<file path="src/rtl/access_locality_analyzer_unit_assert.svh">
// Assertion macros for the access locality analyzer.
// Each macro expects clk and arst_n in scope at the point of use.
`ifndef ACCESS_LOCALITY_ANALYZER_UNIT_ASSERT_SVH
`define ACCESS_LOCALITY_ANALYZER_UNIT_ASSERT_SVH

// Same-cycle implication, checked out of reset.
`define ALA_ASSERT_SAME(lbl, ante, cons, msg) \
	lbl: assert property (@(posedge clk) disable iff (!arst_n) (ante) |-> (cons)) \
		else $error(msg);

// Next-cycle implication, checked out of reset.
`define ALA_ASSERT_NEXT(lbl, ante, cons, msg) \
	lbl: assert property (@(posedge clk) disable iff (!arst_n) (ante) |=> (cons)) \
		else $error(msg);

`endif

</file>
<file path="src/rtl/ala_pkg.sv">
`default_nettype none

package ala_pkg;

	// Fixed field widths
	localparam int OFFSET_W = 24;
	localparam int BUF_W    = 24;
	localparam int STRIDE_W = 24;
	localparam int SCORE_W  = 7;
	localparam int MISS_W   = 4;

	// Distance accumulator
	localparam int              SUM_W   = 40;
	localparam logic [SUM_W-1:0] SUM_MAX = '1;

	// Shared divider runs one quotient bit per cycle over the full sum width
	localparam int DIV_STEPS = SUM_W;
	localparam int STEP_W    = $clog2(DIV_STEPS);

	// Scoring constants
	localparam logic [SCORE_W-1:0] SCORE_MAX    = 7'd100;
	localparam int                 WSET_LOG2    = 14;   // working set of 16384 bytes
	localparam int                 TMP_PROD_W   = WSET_LOG2 + SCORE_W;
	// Divide by ten as multiply by 205 then shift right by 11 (exact below 1029)
	localparam int                 DIV10_MUL    = 205;
	localparam int                 DIV10_SHIFT  = 11;
	localparam int                 DIV10_PROD_W = SCORE_W + 8;
	localparam logic [MISS_W-1:0]  MISS_MIN     = 4'd1;

	typedef struct packed {
		logic [OFFSET_W-1:0] offset;
		logic                last;
	} acc_t;

	typedef struct packed {
		logic [SCORE_W-1:0]  spatial_score;
		logic [SCORE_W-1:0]  temporal_score;
		logic [STRIDE_W-1:0] mean_stride;
		logic [MISS_W-1:0]   miss_estimate;
	} res_t;

	typedef enum logic [2:0] {
		ST_IDLE,
		ST_AVG_LD,
		ST_AVG,
		ST_TMP_LD,
		ST_TMP,
		ST_DONE
	} ala_state_t;

endpackage

`default_nettype wire

</file>
<file path="src/rtl/access_locality_analyzer_unit.sv">
`default_nettype none

// Channel   Direction  Handshake             Payload
// acc       in         acc_valid/acc_stall   acc_t: offset, last
// res       out        res_valid/res_stall   res_t: scores, stride, miss
// cfg       in         cfg_wr_en             cfg_wr_data: buffer_bytes
//
// An access with last low leaves the sequencer idle, so the block stays ready.
// A last access runs two 40-step divisions on one shared restoring divider (average
// stride, bytes per access); the spatial penalty is a reciprocal multiplication.
// The result is registered once both divisions are done; acc_stall is high from the last
// access until then and stays high while a held result keeps the sequencer in its final state.
// Reset clears the accumulators, the sequencer and buffer_bytes.

`include "access_locality_analyzer_unit_assert.svh"

module access_locality_analyzer_unit
	import ala_pkg::*;
#(
	parameter int LINE_BYTES   = 64,
	parameter int MAX_ACCESSES = 65536,
	parameter int OFFSET_BITS  = 24
) (
	input  wire logic              clk,
	input  wire logic              arst_n,
	input  wire logic              acc_valid,
	output logic                   acc_stall,
	input  wire acc_t              acc,
	output logic                   res_valid,
	input  wire logic              res_stall,
	output res_t                   res,
	input  wire logic              cfg_wr_en,
	input  wire logic [BUF_W-1:0]  cfg_wr_data
);

	localparam int OFF_W = (OFFSET_BITS < OFFSET_W) ? OFFSET_BITS : OFFSET_W;
	localparam logic [OFFSET_W-1:0] OFF_MASK = OFFSET_W'((64'(1) << OFF_W) - 64'(1));
	localparam int CNT_W = $clog2(MAX_ACCESSES + 1);
	localparam logic [CNT_W-1:0] CNT_MAX = CNT_W'(MAX_ACCESSES);
	localparam int LB_W  = $clog2(LINE_BYTES);
	localparam int DV_W  = CNT_W;
	localparam int REM_W = DV_W + 1;
	// avg * 100 / LINE_BYTES as avg * (100 * ceil(2^SP_SHIFT / LINE_BYTES)) >> SP_SHIFT,
	// exact for every average below one line
	localparam int     SP_SHIFT  = 2 * LB_W + SCORE_W;
	localparam longint SP_RECIP  = ((longint'(1) << SP_SHIFT) + longint'(LINE_BYTES) - 1)
	                               / longint'(LINE_BYTES);
	localparam int     SP_MUL_W  = LB_W + SCORE_W + 9;
	localparam logic [SP_MUL_W-1:0] SP_MUL = SP_MUL_W'(SP_RECIP * longint'(SCORE_MAX));
	localparam int     SP_PROD_W = LB_W + SP_MUL_W;

	// Accumulator state
	logic [OFFSET_W-1:0] prev_q;
	logic [SUM_W-1:0]    sum_q;
	logic [CNT_W-1:0]    cnt_q;
	logic [BUF_W-1:0]    buffer_q;

	// Sequencer and shared divider
	ala_state_t        state_q, state_d;
	logic [STEP_W-1:0] step_q;
	logic [SUM_W-1:0]  quo_q;
	logic [DV_W-1:0]   rem_q;
	logic [DV_W-1:0]   dvs_q;
	logic              div_load, div_run, step_last;
	logic [SUM_W-1:0]  ld_dividend;
	logic [DV_W-1:0]   ld_divisor;

	// Intermediate results
	logic [STRIDE_W-1:0] stride_q;
	logic [SCORE_W-1:0]  spatial_q;

	// Output register
	logic res_valid_q;
	res_t res_q;
	logic res_free;

	logic acc_fire;
	assign acc_fire  = acc_valid && !acc_stall;
	assign acc_stall = (state_q != ST_IDLE);
	assign res_free  = !res_valid_q || !res_stall;
	assign step_last = (step_q == STEP_W'(DIV_STEPS - 1));

	// Distance update for the incoming access
	logic [OFFSET_W-1:0] off_m, delta;
	logic [SUM_W:0]      sum_add;
	logic [SUM_W-1:0]    sum_nx;
	always_comb begin
		off_m   = acc.offset & OFF_MASK;
		delta   = (off_m >= prev_q) ? (off_m - prev_q) : (prev_q - off_m);
		sum_add = {1'b0, sum_q} + (SUM_W+1)'(delta);
		sum_nx  = sum_add[SUM_W] ? SUM_MAX : sum_add[SUM_W-1:0];
	end

	// Spatial penalty from the average in quo_q, valid only when below one line
	logic                 avg_ge;
	logic [SP_PROD_W-1:0] sp_prod;
	logic [SCORE_W-1:0]   sp_pen;
	assign avg_ge  = (quo_q >= SUM_W'(LINE_BYTES));
	assign sp_prod = SP_PROD_W'(quo_q[LB_W-1:0]) * SP_PROD_W'(SP_MUL);
	assign sp_pen  = sp_prod[SP_SHIFT +: SCORE_W];

	// Temporal score from bytes per access left in quo_q
	logic                  rep_ge;
	logic [TMP_PROD_W-1:0] tmp_prod;
	logic [SCORE_W-1:0]    temporal;
	always_comb begin
		rep_ge   = |quo_q[SUM_W-1:WSET_LOG2];
		tmp_prod = TMP_PROD_W'(quo_q[WSET_LOG2-1:0]) * TMP_PROD_W'(SCORE_MAX);
		temporal = rep_ge ? '0 : (SCORE_MAX - tmp_prod[TMP_PROD_W-1:WSET_LOG2]);
	end

	// Miss estimate: (100 - spatial) / 10, at least one
	logic [SCORE_W-1:0]      miss_base;
	logic [DIV10_PROD_W-1:0] miss_prod;
	logic [MISS_W-1:0]       miss_raw, miss;
	always_comb begin
		miss_base = SCORE_MAX - spatial_q;
		miss_prod = DIV10_PROD_W'(miss_base) * DIV10_PROD_W'(DIV10_MUL);
		miss_raw  = miss_prod[DIV10_SHIFT +: MISS_W];
		miss      = (miss_raw < MISS_MIN) ? MISS_MIN : miss_raw;
	end

	// Sequencer next state and divider operand select
	always_comb begin
		state_d     = state_q;
		div_load    = 1'b0;
		div_run     = 1'b0;
		ld_dividend = '0;
		ld_divisor  = DV_W'(1);
		unique case (state_q)
			ST_IDLE: begin
				if (acc_fire && acc.last) begin
					state_d = ST_AVG_LD;
				end
			end
			ST_AVG_LD: begin
				// single access: divide zero by one
				div_load = 1'b1;
				if (cnt_q > CNT_W'(1)) begin
					ld_dividend = sum_q;
					ld_divisor  = DV_W'(cnt_q - CNT_W'(1));
				end
				state_d = ST_AVG;
			end
			ST_AVG: begin
				div_run = 1'b1;
				if (step_last) begin
					state_d = ST_TMP_LD;
				end
			end
			ST_TMP_LD: begin
				div_load    = 1'b1;
				ld_dividend = SUM_W'(buffer_q);
				ld_divisor  = DV_W'(cnt_q);
				state_d     = ST_TMP;
			end
			ST_TMP: begin
				div_run = 1'b1;
				if (step_last) begin
					state_d = ST_DONE;
				end
			end
			ST_DONE: begin
				if (res_free) begin
					state_d = ST_IDLE;
				end
			end
			default: state_d = ST_IDLE;
		endcase
	end

	// Sequencer state register
	always_ff @(posedge clk or negedge arst_n) begin
		if (!arst_n) begin
			state_q <= ST_IDLE;
		end else begin
			state_q <= state_d;
		end
	end

	// Configuration register
	always_ff @(posedge clk or negedge arst_n) begin
		if (!arst_n) begin
			buffer_q <= '0;
		end else if (cfg_wr_en) begin
			buffer_q <= cfg_wr_data;
		end
	end

	// Accumulators: updated per access, cleared when the result is issued
	always_ff @(posedge clk or negedge arst_n) begin
		if (!arst_n) begin
			prev_q <= '0;
			sum_q  <= '0;
			cnt_q  <= '0;
		end else if (acc_fire) begin
			prev_q <= off_m;
			if (cnt_q != '0) begin
				sum_q <= sum_nx;
			end
			if (cnt_q < CNT_MAX) begin
				cnt_q <= cnt_q + CNT_W'(1);
			end
		end else if (state_q == ST_DONE && res_free) begin
			prev_q <= '0;
			sum_q  <= '0;
			cnt_q  <= '0;
		end
	end

	// Shared restoring divider: one quotient bit per cycle
	logic [REM_W-1:0] trial;
	logic             trial_ge;
	always_comb begin
		trial    = {rem_q, quo_q[SUM_W-1]};
		trial_ge = (trial >= {1'b0, dvs_q});
	end

	always_ff @(posedge clk or negedge arst_n) begin
		if (!arst_n) begin
			step_q <= '0;
		end else if (div_load) begin
			step_q <= '0;
		end else if (div_run) begin
			step_q <= step_q + STEP_W'(1);
		end
	end

	always_ff @(posedge clk) begin
		if (div_load) begin
			quo_q <= ld_dividend;
			rem_q <= '0;
			dvs_q <= ld_divisor;
		end else if (div_run) begin
			quo_q <= {quo_q[SUM_W-2:0], trial_ge};
			rem_q <= trial_ge ? DV_W'(trial - {1'b0, dvs_q}) : trial[DV_W-1:0];
		end
	end

	// Stride and spatial score taken from the average before the second division
	always_ff @(posedge clk) begin
		if (state_q == ST_TMP_LD) begin
			stride_q  <= (|quo_q[SUM_W-1:STRIDE_W]) ? '1 : quo_q[STRIDE_W-1:0];
			spatial_q <= avg_ge ? '0 : (SCORE_MAX - sp_pen);
		end
	end

	// Output register
	always_ff @(posedge clk or negedge arst_n) begin
		if (!arst_n) begin
			res_valid_q <= 1'b0;
		end else if (state_q == ST_DONE && res_free) begin
			res_valid_q <= 1'b1;
		end else if (!res_stall) begin
			res_valid_q <= 1'b0;
		end
	end

	always_ff @(posedge clk) begin
		if (state_q == ST_DONE && res_free) begin
			res_q.spatial_score  <= spatial_q;
			res_q.temporal_score <= temporal;
			res_q.mean_stride    <= stride_q;
			res_q.miss_estimate  <= miss;
		end
	end

	assign res_valid = res_valid_q;
	assign res       = res_q;

	// Assertions
	`ALA_ASSERT_SAME(a_res_from_done, $rose(res_valid_q), $past(state_q == ST_DONE), "result without finished sequence")
	`ALA_ASSERT_NEXT(a_plain_acc_one_cycle, acc_fire && !acc.last, state_q == ST_IDLE, "non-last access left sequencer busy")
	`ALA_ASSERT_SAME(a_cnt_bound, 1'b1, cnt_q <= CNT_MAX, "access count beyond saturation")
	`ALA_ASSERT_SAME(a_res_range, res_valid_q, (res_q.spatial_score <= SCORE_MAX) && (res_q.temporal_score <= SCORE_MAX) && (res_q.miss_estimate >= MISS_MIN) && (res_q.miss_estimate <= 4'd10), "result field out of range")

endmodule

`default_nettype wire
</file>
<file path="config.mk">
export PLATFORM = sky130hd
export DESIGN_NAME = access_locality_analyzer_unit
export DESIGN_NICKNAME = d
export VERILOG_FILES = /design/src/rtl/ala_pkg.sv /design/src/rtl/access_locality_analyzer_unit.sv
export VERILOG_INCLUDE_DIRS = /design/src /design/src/rtl
export SDC_FILE = /design/constraint.sdc
export NUM_CORES = 1
export LEC_CHECK = 0
export ABC_AREA = 1
export BUFFER_PORTS_ARGS = -buffer_cell sky130_fd_sc_hd__buf_2
export CAP_MARGIN = 10
export CORE_MARGIN = 2
export CORE_UTILIZATION = 30
export DETAILED_ROUTE_END_ITERATION = 8
export GPL_TIMING_DRIVEN = 0
export HOLD_SLACK_MARGIN = 0.12
export RECOVER_POWER = 25
export SLEW_MARGIN = 30
export SYNTH_ARGS = -nofsm -noshare
export SYNTH_HDL_FRONTEND = slang
export SYNTH_SLANG_ARGS = --single-unit
</file>
<file path="constraint.sdc">
create_clock -name clk -period 9.69 [get_ports clk]
set_clock_uncertainty 0.05 [all_clocks]
set_input_delay 0.969 -clock clk [delete_from_list [all_inputs] [get_ports clk]]
set_output_delay 0.969 -clock clk [all_outputs]
set_load 0.1 [all_outputs]
</file>
Word level (Yosys, flattened, before mapping)
Cells that the tools add are included.
{"block": "op_classes", "add_sub_neg": 10, "multipliers": 3, "order_cmp": 6, "n_eq_ne": 13, "mux": 28, "n_reduce_logical": 19}
{"cell": "$mux W40", "count": 7}
{"cell": "$mux W17", "count": 5}
{"cell": "$pmux W40 S2", "count": 1}
{"cell": "$mux W24", "count": 3}
{"cell": "$sub A24 B24 Y24", "count": 2}
{"cell": "$add A40 B24 Y41", "count": 1}
{"cell": "$ge A40 B7 Y1 const B", "count": 1}
{"cell": "$pmux W17 S2", "count": 1}
{"cell": "$reduce_or A26 Y1", "count": 1}
{"cell": "$ge A24 B24 Y1", "count": 1}
{"cell": "$sub A7 B7 Y7 const A", "count": 3}
{"cell": "$mul A14 B5 Y19 const B", "count": 1}
{"cell": "$ge A18 B17 Y1", "count": 1}
{"cell": "$pmux W3 S6", "count": 1}
{"cell": "$add A17 B1 Y17 const B", "count": 1}
{"cell": "$gt A17 B1 Y1 const B", "count": 1}
{"cell": "$lt A17 B17 Y1 const B", "count": 1}
{"cell": "$reduce_bool A17 Y1", "count": 1}
{"cell": "$sub A17 B1 Y17 const B", "count": 1}
{"cell": "$sub A17 B17 Y17", "count": 1}
{"cell": "$reduce_or A16 Y1", "count": 1}
{"cell": "$mul A7 B8 Y15 const B", "count": 1}
{"cell": "$mux W3", "count": 4}
{"cell": "$mux W6", "count": 2}
{"cell": "other kinds (19)", "count": 36}
{"block": "totals", "register_bits": 262, "in_bits": 54, "out_inout_bits": 44, "elab_cells": 95}

Logic depth before layout (Yosys ltp)
{"block": "depth", "word_depth": 6, "depth_mapped": 30, "ltp_nobuf": 29}

Least setup slack after synthesis
OpenSTA, ideal clock, no wires.
{"block": "synth_path", "path_type": "input port to flip-flop", "start": "in acc[1] (netlist bit)", "end": "reg sum_q[14]", "setup_ns": 0.123, "t_arrival_ns": 4.006, "t_required_ns": 9.517, "path_slack_ns": 5.511, "cell_stages": 26, "path_buffers": 2, "cell_sequence": "inv_1 -> ha_1 -> inv_1 -> fa_1 -> inv_1 -> o21ai_2 -> a21oi_2 -> nand2_1 -> nand3_2 -> nand2_4 -> inv_2 -> buf_6 -> nand2_1 -> and2_1 -> ha_1 -> nand2_2 -> inv_1 -> a21oi_2 -> o21bai_1 -> nand2_1 -> nand2_1 -> nand2_1 -> nand2_2 -> buf_4 -> o21ai_0 -> nand2_1"}
{"block": "synth_between", "elab_chain_len": 6, "word_cells_on_any_way": 8, "classes_between": "add/sub (3); order compare (1); mux (4)"}
{"element": "from (decl)", "line": "access_locality_analyzer_unit.sv:28", "text": "input wire acc_t acc,"}
{"element": "$sub A24 B24 Y24 or $ge A24 B24 Y1 (tied branches)", "line": "access_locality_analyzer_unit.sv:89", "text": "delta = (off_m >= prev_q) ? (off_m - prev_q) : (prev_q - off_m);"}
{"element": "$mux W24 *", "line": "access_locality_analyzer_unit.sv:89"}
{"element": "$add A40 B24 Y41 *", "line": "access_locality_analyzer_unit.sv:90", "text": "sum_add = {1'b0, sum_q} + (SUM_W+1)'(delta);"}
{"element": "$mux W40 *", "line": "access_locality_analyzer_unit.sv:91", "text": "sum_nx = sum_add[SUM_W] ? SUM_MAX : sum_add[SUM_W-1:0];"}
{"element": "$mux W40 *", "line": "access_locality_analyzer_unit.sv:198", "text": "if (cnt_q != '0) begin"}
{"element": "$mux W40 *", "line": "access_locality_analyzer_unit.sv:196", "text": "end else if (acc_fire) begin"}
{"element": "to (signal assigned)", "line": "access_locality_analyzer_unit.sv:199", "text": "sum_q <= sum_nx;"}
{"element": "to (decl)", "line": "access_locality_analyzer_unit.sv:54", "text": "logic [SUM_W-1:0] sum_q;"}
Mark *: on every way between the ends. The rest lies on a longest branch, timed or not. The select of a mux whose other input is x is not followed.
A chain may end at the register's enable or synchronous reset.

==> impl_metrics.toml <==
[clock_tree]
cts_setup_buffers = 0
ctsHoldBuffers = 0
h-tree-depth = 2
numCtsBuffers = 37
insertion_delay_ns = 0.57
cts_repair_resize_count = 0
cts_tree = "built"
clkTransAtPathRegs_ns = 0.06
cts_sinks = 262
clockBufferDepth = 3
cts-root-buf = "clkbuf_16"

[synth]
synth-main-ff-cell = "edfxtp_1"
yosysWarnings = 0
avgSynthCellArea_um2 = 7.397
syn_inst = 2794
syn-cell-area_mm2 = 0.02067
seq_area_frac_synth_pct = 34.46
synth_area_leader_cell = "edfxtp_1"
syn-num-nets = 3062
ys_ff_latch = 262
async_flop_share_pct = 43.89
synth_area_leaders = "edfxtp_1 (19%), nand2_1 (15%), dfrtp_1 (14%)"
synth_top_area_share_pct = 18.89
synth.distinct_cells = 55
synth-edff-count = 130

[placement]
portBuffers = 96
dp.final_hpwl_mm = 45.57
gp_congestion = 0.9308

[final_layout]
nets = 3200
final_common_cell = "nand2_1"
antennaDiodeCount = 0
final_cell_mix = "nand2_1 (806), inv_1 (500), ha_1 (193)"
layout-drive-gt1-share_pct = 9.422
fillers = 7239
area_delta_synth_final_pct = 14.46

[route]
drtAntennaViolNets = 0
dr_total_vias = 18050
viasPerCell = 4.698
wl_per_cell_um = 14.71
drtIter0Drc = 1302
drt_wl_total_mm = 56.53
dr.pass1.iters = 5
post-route-drc-count = 0

[critical_path]
critPathMaxStageDelay_ns = 2.48
worstPathMaxFanout = 61
critical_path_class = "input pin to asynchronous set/reset pin"
reg2reg_slack_ns = 5.04
critical_path.most_common_cell = "clkbuf_1"
cp.buffers_inverters = 2
cp-end-kind = "asynchronous set/reset pin"
regToRegEndpoint = "res[0]$_SDFFCE_PN1P_"
crit_required_ns = 9.63
timing.rr.start = "spatial_q[0]$_SDFFCE_PP0P_"
worst_ep_arrival_time_ns = 5.80
critPathLaunchType = "input pin"
crit_chain = "clkbuf_1, clkbuf_1"
crit_path_top_delay_cell = "clkbuf_1"
r2r_cells = 24
path_delay_family = "buffers and inverters"

[timing]
period_share_pct = 60.46
period_minus_slack_ns = 5.859
final_hold_viol_count = 0
setup-violations-final = 0
slew_violations = 118
rsz0062_at_grt = "no"
worst_pin_slew_ns = 3.621
max_freq_mhz = 170.7
fin_setup_tns_ns = 0
max_slew_margin_pct = -141.4

[min_path]
min_to = "res[16]$_DFFE_PP_"
hold_depth = 0
worstHoldStart = "stride_q[12]$_SDFFCE_PN1P_"
hp-class = "flop to flop"

[grt]
grt_pass1_vias = 17340
grt_overflow = 0
grt_max_degree = 62
grt.total_usage_pct = 15.96
grt_first_pass_wirelength_mm = 91.09
antenna_found_initial = 1

[floorplanning]
rows = 96
fp.dieW_um = 266.5
initial_core_util_pct = 30.24
num_io_pins = 98
die_y_um = 266.5
core-area_mm2 = 0.06835
die_area_mm2 = 0.07101

[outcome]
violations = "max-capacitance violations, max-slew violations"
status = "complete, but fails checks"

[run]
max-cap-violations = 2
## logic make-up (layout without fill, tap and decap cells)
group | Yosys count | after routing | synth area share, %
and+or+nand+nor | 1261 | 1261 | 26.12
buffers and inverters | 571 | 738 | 10.95
AOI/OAI and AO/OA | 406 | 406 | 11.37
DFF | 262 | 262 | 34.46
adders and majority gates | 214 | 214 | 13.72
xor gates and xnor gates | 80 | 80 | 3.390
## per-layer routing
metal / share of wire, % / GRT usage (%)
met1: 49 / 22.44
met2: 44 / 25.74
met3: 4.6 / 2.094
met4: 1.9 / 4.130
met5: 0.012 / 0
## metrics by stage
step                      instance area (um^2)  std cells  util [%]  hold WS, ns  setup WS (ns)
after floorplan                          20670       2794         -       0.3503          5.511
after global placement                   22250       3772     32.56       0.3523          4.470
after detailed placement                 22360       3775     32.71       0.3563          4.451
after CTS                                23690       3843     34.67       0.3181          5.020
after global routing                     23660       3843     34.61       0.3753          2.496
final                                    23660       3843     34.61       0.3601          3.831
## state kept, by name, summed over array words and instances, names as in the netlist
signal and count:
spatial_q 7, stride_q 24, state_q 3, res 42
dvs_q 17, sum_q 40, rem_q 17, step_q 6
res_valid 1, prev_q 24, quo_q 40, buffer_q 24
cnt_q 17
## worst max path at each step
stage	from	to	slack, ns	cells past startpoint
floorplan	acc[1]	sum_q[13]$_DFFE_PN0P_	5.51	26
global placement	acc[1]	sum_q[17]$_DFFE_PN0P_	4.47	26
detailed placement	acc[1]	sum_q[17]$_DFFE_PN0P_	4.45	26
CTS	acc[1]	sum_q[17]$_DFFE_PN0P_	5.02	26
global route	arst_n	buffer_q[4]$_DFFE_PN0P_	2.50	2
finish	arst_n	sum_q[14]$_DFFE_PN0P_	3.83	2
## cells in the mapped netlist, types with 17 or more instances
library cell    n
inv_1         502
nand3_1       138
o21ai_1        17
nor2_1        176
nand2_1       806
edfxtp_1      130
nor3_1         21
xnor2_1        18
fa_1           21
o221ai_1       24
ha_1          193
dfxtp_1        17
buf_2          18
o21ai_0       128
a21oi_1       126
o22ai_1        49
dfrtp_1       115
nand4_1        29
clkbuf_1       19
xor2_1         62
## final cells by class
| type | instances | area, um^2 | share of cell area (%) |
|---|---|---|---|
| buffer | 58 | 337.8 | 1.428 |
| timing repair buffer | 99 | 538.0 | 2.274 |
| clock inverter | 22 | 335.3 | 1.417 |
| clock buffer | 46 | 1001 | 4.231 |
| tap | 882 | 1104 | 4.665 |
| multi-input combinational | 1961 | 11290 | 47.73 |
| inverter | 513 | 1928 | 8.150 |
| sequential | 262 | 7122 | 30.10 |
Power is not shown: default switching activity piles up to over one toggle a cycle in this logic, so the estimate is an artifact.
